==> src/rtl/ntc_pkg.sv <==
// Shared types, constants and stencil coefficient tables of the
// node-to-center interpolator. No dependencies.
`default_nettype none

package ntc_pkg;

  localparam int unsigned WinDepth  = 9;
  localparam int unsigned HeadDepth = 8;
  localparam int unsigned TapCount  = 9;
  localparam int unsigned BaseFrac  = 15;  // fraction bits of the tables below
  localparam int unsigned BaseCoefW = 18;
  localparam int unsigned IdxW      = 11;
  localparam int unsigned PosW      = 14;

  // configuration register indexes
  localparam logic [1:0] RegOrderHalf = 2'd0;
  localparam logic [1:0] RegIntervals = 2'd1;
  localparam logic [1:0] RegPeriodic  = 2'd2;

  typedef enum logic [1:0] {
    K_COPY,
    K_INNER,
    K_EDGE
  } kind_e;

  typedef logic signed [BaseCoefW-1:0] coef_t;

  // per-beat control that travels alongside the datapath
  typedef struct packed {
    logic            valid;
    logic [IdxW-1:0] idx;
    logic            last;
  } ctl_t;

  localparam coef_t InnerTab [4][8] = '{
    '{18'sd16384, 18'sd16384, 18'sd0, 18'sd0, 18'sd0, 18'sd0, 18'sd0, 18'sd0},
    '{-18'sd2048, 18'sd18432, 18'sd18432, -18'sd2048, 18'sd0, 18'sd0, 18'sd0, 18'sd0},
    '{18'sd384, -18'sd3200, 18'sd19200, 18'sd19200, -18'sd3200, 18'sd384, 18'sd0, 18'sd0},
    '{-18'sd80, 18'sd784, -18'sd3920, 18'sd19600, 18'sd19600, -18'sd3920, 18'sd784,
      -18'sd80}
  };

  localparam coef_t EdgeTab [3][3][9] = '{
    '{
      '{18'sd8960, 18'sd35840, -18'sd17920, 18'sd7168, -18'sd1280, 18'sd0, 18'sd0,
        18'sd0, 18'sd0},
      '{18'sd0, 18'sd0, 18'sd0, 18'sd0, 18'sd0, 18'sd0, 18'sd0, 18'sd0, 18'sd0},
      '{18'sd0, 18'sd0, 18'sd0, 18'sd0, 18'sd0, 18'sd0, 18'sd0, 18'sd0, 18'sd0}
    },
    '{
      '{18'sd7392, 18'sd44352, -18'sd36960, 18'sd29568, -18'sd15840, 18'sd4928,
        -18'sd672, 18'sd0, 18'sd0},
      '{-18'sd672, 18'sd12096, 18'sd30240, -18'sd13440, 18'sd6048, -18'sd1728,
        18'sd224, 18'sd0, 18'sd0},
      '{18'sd0, 18'sd0, 18'sd0, 18'sd0, 18'sd0, 18'sd0, 18'sd0, 18'sd0, 18'sd0}
    },
    '{
      '{18'sd6435, 18'sd51480, -18'sd60060, 18'sd72072, -18'sd64350, 18'sd40040,
        -18'sd16380, 18'sd3960, -18'sd429},
      '{-18'sd429, 18'sd10296, 18'sd36036, -18'sd24024, 18'sd18018, -18'sd10296,
        18'sd4004, -18'sd936, 18'sd99},
      '{18'sd99, -18'sd1320, 18'sd13860, 18'sd27720, -18'sd11550, 18'sd5544,
        -18'sd1980, 18'sd440, -18'sd45}
    }
  };

  // coefficient of tap t; h is the effective half order (1..4), r the edge row
  function automatic coef_t ntc_coef(kind_e kind, logic [2:0] h, logic [1:0] r,
                                     logic [3:0] t);
    coef_t c;
    c = '0;
    case (kind)
      K_COPY:  c = (t == 4'd0) ? 18'sd32768 : 18'sd0;
      K_INNER: c = (t < 4'd8) ? InnerTab[h[1:0] - 2'd1][t[2:0]] : 18'sd0;
      K_EDGE:  c = (h >= 3'd2 && r != 2'd0) ? EdgeTab[h[1:0] - 2'd2][r - 2'd1][t] : 18'sd0;
      default: c = '0;
    endcase
    return c;
  endfunction

endpackage

`default_nettype wire

==> src/rtl/ntc_seq.sv <==
// Sample window, head store, node counter and the row sequencer that turns
// each accepted node into row jobs and fetches their nine taps. Uses ntc_pkg.
`default_nettype none

module ntc_seq import ntc_pkg::*; #(
  parameter int unsigned SW = 24
) (
  input  wire logic                 clk_i,
  input  wire logic                 rst_ni,
  input  wire logic                 en_i,
  input  wire logic                 restart_i,
  input  wire logic [2:0]           h_i,
  input  wire logic [IdxW-1:0]      m_i,
  input  wire logic                 periodic_i,
  input  wire logic                 in_valid_i,
  output logic                      in_stall_o,
  input  wire logic signed [SW-1:0] node_value_i,
  output logic signed [SW-1:0]      tap_o [TapCount],
  output coef_t                     coef_o [TapCount],
  output ctl_t                      ctl_o,
  output logic                      more_o
);

  typedef enum logic [1:0] {
    SG_COPY,
    SG_HEAD,
    SG_ROW,
    SG_END
  } seg_e;

  logic signed [SW-1:0] win_q  [WinDepth];
  logic signed [SW-1:0] head_q [HeadDepth];
  logic [IdxW-1:0]      cnt_node_q;
  logic [IdxW-1:0]      jj_q;
  logic [3:0]           flags_q, flags_d, new_flags;
  logic [2:0]           cnt_q;
  seg_e                 seg;
  logic [2:0]           seg_len;
  logic                 seg_done, last_job, take;

  // job descriptor
  kind_e                job_kind;
  logic signed [PosW-1:0] job_base;
  logic                 job_neg;
  logic [1:0]           job_r;
  logic [IdxW:0]        job_idx;
  logic                 job_last;

  logic signed [PosW-1:0] sj, sm, sh, scnt, row_i;
  logic signed [PosW-1:0] pos_a [TapCount];
  logic signed [PosW-1:0] dist_a [TapCount];
  logic signed [SW-1:0]   tap_a [TapCount];
  coef_t                  coef_a [TapCount];

  assign sj   = PosW'(signed'({1'b0, jj_q}));
  assign sm   = PosW'(signed'({1'b0, m_i}));
  assign sh   = PosW'(signed'({1'b0, h_i}));
  assign scnt = PosW'(signed'({1'b0, cnt_q}));

  always_comb begin
    if (flags_q[0])      seg = SG_COPY;
    else if (flags_q[1]) seg = SG_HEAD;
    else if (flags_q[2]) seg = SG_ROW;
    else                 seg = SG_END;
  end

  always_comb begin
    case (seg)
      SG_HEAD: seg_len = h_i;
      SG_END:  seg_len = periodic_i ? 3'((4'(h_i) << 1) - 4'd1) : h_i;
      default: seg_len = 3'd1;
    endcase
  end

  assign seg_done = (cnt_q == seg_len - 3'd1);
  always_comb begin
    flags_d = flags_q;
    case (seg)
      SG_COPY: flags_d[0] = 1'b0;
      SG_HEAD: flags_d[1] = 1'b0;
      SG_ROW:  flags_d[2] = 1'b0;
      default: flags_d[3] = 1'b0;
    endcase
  end
  assign last_job = seg_done && (flags_d == 4'd0);
  assign more_o   = (flags_q != 4'd0) && !last_job;
  assign take     = in_valid_i && en_i && !more_o;
  assign in_stall_o = !(en_i && !more_o);

  // segments for node j (counter before update)
  always_comb begin
    new_flags = 4'd0;
    if (!periodic_i) begin
      new_flags[0] = (cnt_node_q == '0);
      new_flags[1] = (cnt_node_q == IdxW'({h_i, 1'b0}));
      new_flags[2] = (cnt_node_q >= IdxW'({h_i, 1'b0}));
      new_flags[3] = (cnt_node_q >= m_i);
    end else begin
      new_flags[2] = ((cnt_node_q + 1'b1) >= IdxW'({h_i, 1'b0}));
      new_flags[3] = ((cnt_node_q + 1'b1) >= m_i);
    end
  end

  always_comb begin
    job_kind = K_INNER;
    job_base = '0;
    job_neg  = 1'b0;
    job_r    = '0;
    job_idx  = '0;
    job_last = 1'b0;
    row_i    = '0;
    case (seg)
      SG_COPY: begin
        job_kind = K_COPY;
        job_base = sj;
      end
      SG_HEAD: begin
        if (!seg_done) begin
          job_kind = K_EDGE;
          job_r    = 2'(cnt_q + 3'd1);
          job_idx  = (IdxW+1)'(cnt_q + 3'd1);
        end else begin
          job_idx  = (IdxW+1)'(h_i);
        end
      end
      SG_ROW: begin
        if (!periodic_i) begin
          row_i    = sj - sh + 2'sd1;
          job_base = row_i - sh;
        end else begin
          row_i    = sj - sh;
          job_base = row_i - sh + 2'sd1;
        end
        job_idx = row_i[IdxW:0];
      end
      default: begin
        if (!periodic_i) begin
          if (!seg_done) begin
            job_kind = K_EDGE;
            job_r    = 2'(h_i - 3'd1 - cnt_q);
            job_base = sm;
            job_neg  = 1'b1;
            job_idx  = (IdxW+1)'(sm + 2'sd1 - PosW'(signed'({1'b0, job_r})));
          end else begin
            job_kind = K_COPY;
            job_base = sj;
            job_idx  = (IdxW+1)'(sm + 2'sd1);
            job_last = 1'b1;
          end
        end else begin
          row_i    = (cnt_q < h_i) ? (sm - sh + scnt) : (scnt - sh);
          job_base = row_i - sh + 2'sd1;
          job_idx  = row_i[IdxW:0];
          job_last = seg_done;
        end
      end
    endcase
  end

  // tap positions resolved the same way the grid boundary wraps them
  always_comb begin
    for (int t = 0; t < TapCount; t++) begin
      coef_a[t] = ntc_coef(job_kind, h_i, job_r, 4'(t));
      pos_a[t]  = job_neg ? job_base - PosW'(t) : job_base + PosW'(t);
      if (pos_a[t] < 0) pos_a[t] = pos_a[t] + sm;
      if (periodic_i && pos_a[t] >= sm) pos_a[t] = pos_a[t] - sm;
      dist_a[t] = sj - pos_a[t];
      if (coef_a[t] == '0 || pos_a[t] < 0)
        tap_a[t] = '0;
      else if (dist_a[t] >= 0 && dist_a[t] < PosW'(WinDepth))
        tap_a[t] = win_q[dist_a[t][3:0]];
      else if (pos_a[t] < PosW'(HeadDepth))
        tap_a[t] = head_q[pos_a[t][2:0]];
      else
        tap_a[t] = '0;
    end
  end

  always_ff @(posedge clk_i or negedge rst_ni) begin
    if (!rst_ni) begin
      for (int d = 0; d < WinDepth; d++) win_q[d] <= '0;
      cnt_node_q <= '0;
      jj_q       <= '0;
      flags_q    <= '0;
      cnt_q      <= '0;
      ctl_o      <= '0;
    end else begin
      if (en_i) begin
        ctl_o.valid <= (flags_q != 4'd0);
        ctl_o.idx   <= job_idx[IdxW-1:0];
        ctl_o.last  <= job_last;
      end
      if (take) begin
        for (int d = WinDepth - 1; d > 0; d--) win_q[d] <= win_q[d-1];
        win_q[0] <= node_value_i;
        jj_q     <= cnt_node_q;
        flags_q  <= new_flags;
        cnt_q    <= '0;
      end else if (en_i && flags_q != 4'd0) begin
        if (seg_done) begin
          flags_q <= flags_d;
          cnt_q   <= '0;
        end else begin
          cnt_q <= cnt_q + 3'd1;
        end
      end
      if (restart_i) begin
        cnt_node_q <= '0;
      end else if (take) begin
        if (periodic_i ? ((cnt_node_q + 1'b1) >= m_i) : (cnt_node_q >= m_i))
          cnt_node_q <= '0;
        else
          cnt_node_q <= cnt_node_q + 1'b1;
      end
    end
  end

  always_ff @(posedge clk_i) begin
    if (take && cnt_node_q < IdxW'(HeadDepth)) head_q[cnt_node_q[2:0]] <= node_value_i;
    if (en_i) begin
      tap_o  <= tap_a;
      coef_o <= coef_a;
    end
  end

endmodule

`default_nettype wire

==> config.mk <==
export PLATFORM = sky130hd
export DESIGN_NAME = ntc_seq
export DESIGN_NICKNAME = d
export VERILOG_FILES = /design/src/rtl/ntc_pkg.sv /design/src/rtl/ntc_seq.sv
export SDC_FILE = /design/constraint.sdc
export NUM_CORES = 2
export LEC_CHECK = 0
export BUFFER_PORTS_ARGS = -buffer_cell sky130_fd_sc_hd__buf_2
export CORE_UTILIZATION = 48
export DETAILED_ROUTE_END_ITERATION = 8
export MAX_ROUTING_LAYER = met4
export PLACE_DENSITY = 0.65
export SLEW_MARGIN = 20
export SYNTH_ARGS = -nofsm -noshare
export SYNTH_HDL_FRONTEND = slang
export SYNTH_SLANG_ARGS = --single-unit
==> constraint.sdc <==
create_clock -name clk_i -period 16.6 [get_ports clk_i]
set_input_delay 0.83 -clock clk_i [delete_from_list [all_inputs] [get_ports clk_i]]
set_output_delay 0.83 -clock clk_i [all_outputs]
set_load 0.01 [all_outputs]
Word-level counts from Yosys, hierarchy flattened
Memory sizes are Yosys's and may differ from the RTL's.
Index checks and enable logic that the tools add are counted.
{ "classes": {"reduce_logical": 59, "n_lt_le_gt_ge": 73, "bitwise": 12, "mux": 145, "n_addsub": 65, "eq_ne": 7} }
{ "ops": {"columns": ["cell", "count"], "rows": [
  ["486-bit binary-select mux with 2-bit select", 1],
  ["486-bit two-way mux", 2],
  ["24-bit binary-select mux with 4-bit select", 9],
  ["24-bit two-way mux", 36],
  ["14-bit two-way mux", 29],
  ["162-bit binary-select mux with 2-bit select", 1],
  ["162-bit two-way mux", 2],
  ["144-bit binary-select mux with 2-bit select", 1],
  ["144-bit two-way mux", 2],
  ["14-bit by 1-bit < comparator with 1-bit output, second input constant", 18],
  ["14-bit by 4-bit < comparator with 1-bit output, second input constant", 18],
  ["18-bit case mux with 2 select lines", 7],
  ["18-bit two-way mux", 10],
  ["18-bit zero test", 9],
  ["14-bit by 12-bit adder with 14-bit output", 9],
  ["14-bit by 1-bit greater-or-equal comparator with 1-bit output, second input constant", 9],
  ["14-bit by 12-bit greater-or-equal comparator with 1-bit output", 9],
  ["12-bit by 14-bit subtractor with 14-bit output", 9],
  ["14-bit by 12-bit subtractor with 14-bit output", 9],
  ["11-bit two-way mux", 7],
  ["14-bit by 4-bit adder with 14-bit output, second input constant", 4],
  ["14-bit by 4-bit subtractor with 14-bit output, second input constant", 4],
  ["18-bit case mux with 3 select lines", 1],
  ["5-bit greater-or-equal comparator, second input constant", 9],
  ["54 further kinds", 146]
]} }
{ "totals": {"reg_bits": 636, "mem_bits_rw": 192, "memories": 1, "in_bits": 44, "output_inout_bits": 393} }
{ "memory_table": {"columns": ["name", "words", "word_bits", "read_ports", "rd_ports_with_merged_regs", "wr", "line", "source"], "rows": [
  ["head_q", 8, 24, 9, 0, 1, "ntc_seq.sv:32", "logic signed [SW-1:0] head_q [HeadDepth];"]
]} }

Logic depth before layout (Yosys ltp)
{ "logic_depth": {"depth_word": 23, "ltp_mapped": 76, "depth_no_buf": 68} }

Worst setup path after synthesis
No wires, ideal clock.
{ "synth_path": {"kind": "input-to-reg", "from": "in m_i[1]", "to": "reg tap_o[94] in the netlist's numbering (data pin)", "t_arrival_ps": 14087, "required_ps": 16343, "setup_ps": 257, "cell_stages": 66, "slack_ps": 2257, "n_path_buf": 7, "cell_sequence": "inv_1 fa_1 fa_1 nor2b_1 nor2_1 nor2_1 xnor2_1 a21oi_1 inv_1 ha_1 nand2_1 o21ai_0 inv_1 o311ai_0 a221oi_1 or2_2 xor2_1 mux4_2 [30 not listed] ha_1 o21ai_0 a21boi_0 o21ai_0 a21boi_0 o21ai_0 a21boi_0 o21ai_0 nand2b_1 a21o_1 nand2_1 nand2_1 nor4b_1 o311ai_1 a2111oi_2 nor4_2 clkbuf_1 a32o_1"} }
{ "synth_via": {"elab_chain_len": 20, "elab_cells_between_ends": 32, "classes_between": "9 x add/sub; 6 x order compare; 12 x mux; 1 x bitwise; 3 x reduce/logical; 1 x memory"} }
{ "synth_lines": {"columns": ["element", "line", "source"], "rows": [
  ["start: declaration", "ntc_seq.sv:13", "input wire logic [IdxW-1:0] m_i,"],
  ["11-bit by 3-bit subtractor with 12-bit output", "ntc_seq.sv:151", "row_i = (cnt_q < h_i) ? (sm - sh + scnt) : (scnt - sh);"],
  ["12-bit by 4-bit adder with 13-bit output", "ntc_seq.sv:151", null],
  ["14-bit two-way mux", "ntc_seq.sv:151", null],
  ["14-bit by 4-bit subtractor with 14-bit output", "ntc_seq.sv:152", "job_base = row_i - sh + 2'sd1;"],
  ["14-bit by 2-bit adder with 14-bit output", "ntc_seq.sv:152", null],
  ["14-bit two-way mux", "ntc_seq.sv:137", "if (!periodic_i) begin"],
  ["14-bit case mux with 3 select lines", "ntc_seq.sv:112", "case (seg)"],
  ["14-bit by 4-bit adder with 14-bit output / 14-bit by 4-bit subtractor with 14-bit output (equally long branches)", "ntc_seq.sv:164", "pos_a[t] = job_neg ? job_base - PosW'(t) : job_base + PosW'(t);"],
  ["14-bit two-way mux", "ntc_seq.sv:164", null],
  ["14-bit by 12-bit adder with 14-bit output / 14-bit by 1-bit < comparator with 1-bit output (equally long branches)", "ntc_seq.sv:165", "if (pos_a[t] < 0) pos_a[t] = pos_a[t] + sm;"],
  ["14-bit two-way mux", "ntc_seq.sv:165", null],
  ["14-bit by 12-bit greater-or-equal comparator with 1-bit output", "ntc_seq.sv:166", "if (periodic_i && pos_a[t] >= sm) pos_a[t] = pos_a[t] - sm;"],
  ["1-bit logical AND", "ntc_seq.sv:166", null],
  ["14-bit two-way mux (*)", "ntc_seq.sv:166", null],
  ["branches (longest 6 deep; another with 12-bit by 14-bit subtractor with 14-bit output)", null, null],
  ["end signal: assignment", "ntc_seq.sv:221", "tap_o <= tap_a;"],
  ["end: declaration", "ntc_seq.sv:18", "output logic signed [SW-1:0] tap_o [TapCount],"]
]} }
Every way passes the cells marked *. The select of a mux whose other input is x is not followed.
A chain may end at the register's enable or synchronous reset.

Final worst setup path
{ "layout_path": {"from": "reg cnt_q[0]", "to": "reg tap_o[79] in the netlist's numbering (data pin)"} }
{ "layout_via": {"elab_chain_len": 19, "elab_cells_between_ends": 59, "classes_between": "12 x add/sub; 7 x order compare; 3 x eq/ne; 28 x mux; 2 x bitwise; 6 x reduce/logical; 1 x memory"} }
{ "layout_lines": {"columns": ["element", "line", "source"], "rows": [
  ["start: declaration", "ntc_seq.sv:36", "logic [2:0] cnt_q;"],
  ["start signal: assignment", "ntc_seq.sv:204", "cnt_q <= cnt_q + 3'd1;"],
  ["branches (longest 19 deep; another with 14-bit by 4-bit subtractor with 14-bit output)", null, null]
]} }
Parallel ways; which one is timed is not known. The select of a mux whose other input is x is not followed.

==> run metrics <==
# rows=151; post-layout min period=15.24 ns; die outline width=416.6 um; Synth top cells by count=1573 x nand2_1, 728 x mux2i_1, 618 x clkbuf_1; FMAX=65.63 MHz; nets=9287; share of the synthesized area in the top cell type=17.76%; Synth Cell Area=0.08253 mm^2; post-DP HPWL=276500 um; top_reg_cell synth=edfxtp_1; drt first pass iters=9; Vias=81150; chip height=416.6 um; Hold Buf Count CTS=0; CTS tree=done; Fin. Hold Viols=4; Yosys warnings=0; Worst Path Required=17.26 ns; Worst setup EP type=flip-flop; startpoint types=flip-flop; post-cts sizing count=0; first-pass GRT wire length=552300 um; pin count of the biggest net entering global routing=92; Post-CTS Setup Inserts=0; RSZ-0062 raised after global routing=false; I/O pin count=437; TNS Setup=0 ns; antenna viol nets, final=0; Final Routed Wirelength=399700 um; worst clock skew=0.08134 ns; top cells by area, synth=edfxtp_1 18%, mux4_2 14%, mux2i_1 8.8%; H-tree depth=3; sequential fraction of the synthesis area=25.58%; max_cap viols=0; initial antenna violation count=44; Slew Limit Fails=0; flops & latches, synth=746; share of cells above drive strength 1=18.02%; total clock sinks=746; period utilization=91.79%; relative slew slack=4.606%; r2r startpoint=cnt_q[0]; clock root buffer=clkbuf_16; Layout area overhead=7.227%; Die ar.=0.1736 mm^2; Cells after Synth=9097; Residual DRC=114; WS Path Type=reg2reg; core area=0.1700 mm^2; Initial Utilization=48.53%; CTS max path bufs=3; violated checks=design-rule violations, negative hold slack; vias in the first global route=73860; top-count cell post-synth=nand2_1; # port buffers=411; R2R Path End=tap_o[79]; Vias/cell=7.282; Worst-Margin Slew=1.416 ns; Max stage delay cell, worst path=fa_2; WL per Instance=35.87 um; status=finished, violations left; overall global routing resource usage=45.90%; async set-reset flop share out of synthesis=34.58%; Worst R2R Setup Slack=1.36 ns; CP most frequent cell=o21ai_0; RD Place Congestion=1.103; number of flops mapped to enable cells by yosys=488; Register-to-Register Path Depth=61; CTS Buf Count=91; Critical Path Fanout Max=25; crit-path max cell delay=0.55 ns; Fin Hold WS=-0.03024 ns; final setup vio count=0; Congestion Overflow GR=0; worst setup path start=cnt_q[0]; syn avg cell area=9.072 um^2; Worst-Skew Late Latency=0.81 ns; biggest area consumer among synthesized cells=edfxtp_1; CTS clk-pin slew, worst paths=0.06 ns; worst endpoint data arrival time=15.89 ns; number of distinct library cells after synthesis=125; Iteration-0 DRC Markers=13960; HP Class=in2async
[flip-flops by register name, summed over array words and instances (netlist names)]
name / flops
cnt_node_q: 11
cnt_q: 3
coef_o: 80
ctl_o: 13
flags_q: 4
head_q: 192
jj_q: 11
tap_o: 216
win_q: 216
[worst max-delay path by stage]
stage                           end  slack (ns)
after detailed placement  tap_o[79]        0.47
after global routing      tap_o[79]        0.07
after floorplan           tap_o[94]        2.26
after CTS                 tap_o[79]        0.95
final                     tap_o[79]        1.36
after global placement    tap_o[89]        0.70
[critical path: cells and delay by family, from the launching register on]
| kind | cells | cell delay [ns] |
|---|---|---|
| AO/OA/AOI/OAI | 33 | 7.83 |
| adder cells (fa/ha/maj) | 8 | 2.77 |
| AND/OR/NAND/NOR | 11 | 1.90 |
| buffers and inverters | 5 | 0.98 |
| multiplexers | 2 | 0.89 |
| XOR/XNOR | 2 | 0.38 |
| flip-flops | 1 | 0.32 |
[layer usage]
| metal | routed length (um) | track usage, % |
|---|---|---|
| met1 | 146900 | 56.04 |
| met2 | 154600 | 59.47 |
| met3 | 68520 | 24.34 |
| met4 | 29720 | 25.87 |
| met5 | 0 | - |
[final cells by class]
| type | instances | area (um^2) |
|---|---|---|
| diodes | 35 | 87.58 |
| clock buffers | 113 | 2472 |
| clock inverters | 58 | 753.2 |
| fillers | 15460 | 81550 |
| inverters | 261 | 991.0 |
| multi-input cells | 7036 | 56200 |
| flip-flops and latches | 746 | 21110 |
| well taps | 2218 | 2775 |
| repair buffers | 677 | 4099 |
[stage by stage]
| stage | cells | hold WS, ns | setup slack [ns] | area (um^2) | util (%) |
|---|---|---|---|---|---|
| floorplan | 9121 | 0.5053 | 2.257 | 82620 | - |
| global placement | 10940 | 0.5022 | 0.6959 | 85110 | 50.06 |
| detailed placement | 10940 | 0.5113 | 0.4651 | 85120 | 50.06 |
| CTS | 11110 | 0.03683 | 0.9499 | 88350 | 51.96 |
| global route | 11140 | 0.05482 | 0.07120 | 88470 | 52.03 |
| finish | 11140 | -0.03024 | 1.364 | 88490 | 52.04 |
[cells by family (layout without fill, tap and decap cells)]
kind of cell	after synthesis	after routing	synth area share, %
AND/OR/NAND/NOR	2849	2849	15.20
AO/OA/AOI/OAI	2052	2052	16.86
multiplexers	1317	1317	24.12
flip-flops	746	746	25.58
buffers and inverters	1339	1109	7.361
XOR/XNOR	359	359	3.969
other	1	60	0.004544
adder cells (fa/ha/maj)	434	434	6.905
[cells in the final DEF (no fill, tap or decap), types with 80 or more instances in the layout]
| cell type | n |
|---|---|
| a21o_1 | 132 |
| a21oi_1 | 509 |
| a22oi_1 | 112 |
| a32o_1 | 99 |
| a32oi_1 | 147 |
| buf_2 | 409 |
| buf_4 | 264 |
| clkbuf_16 | 93 |
| dfrtp_1 | 256 |
| edfxtp_1 | 488 |
| ha_1 | 384 |
| inv_1 | 246 |
| mux2i_1 | 723 |
| mux4_2 | 531 |
| nand2_1 | 1571 |
| nand2b_1 | 80 |
| nand3_1 | 191 |
| nand4_1 | 82 |
| nor2_1 | 461 |
| nor3_1 | 94 |
| o21ai_0 | 372 |
| xnor2_1 | 208 |
| xor2_1 | 121 |
Power is left out: the tool's default activity adds up to more than one toggle a clock period on the data nets, which glitch-free logic cannot reach.
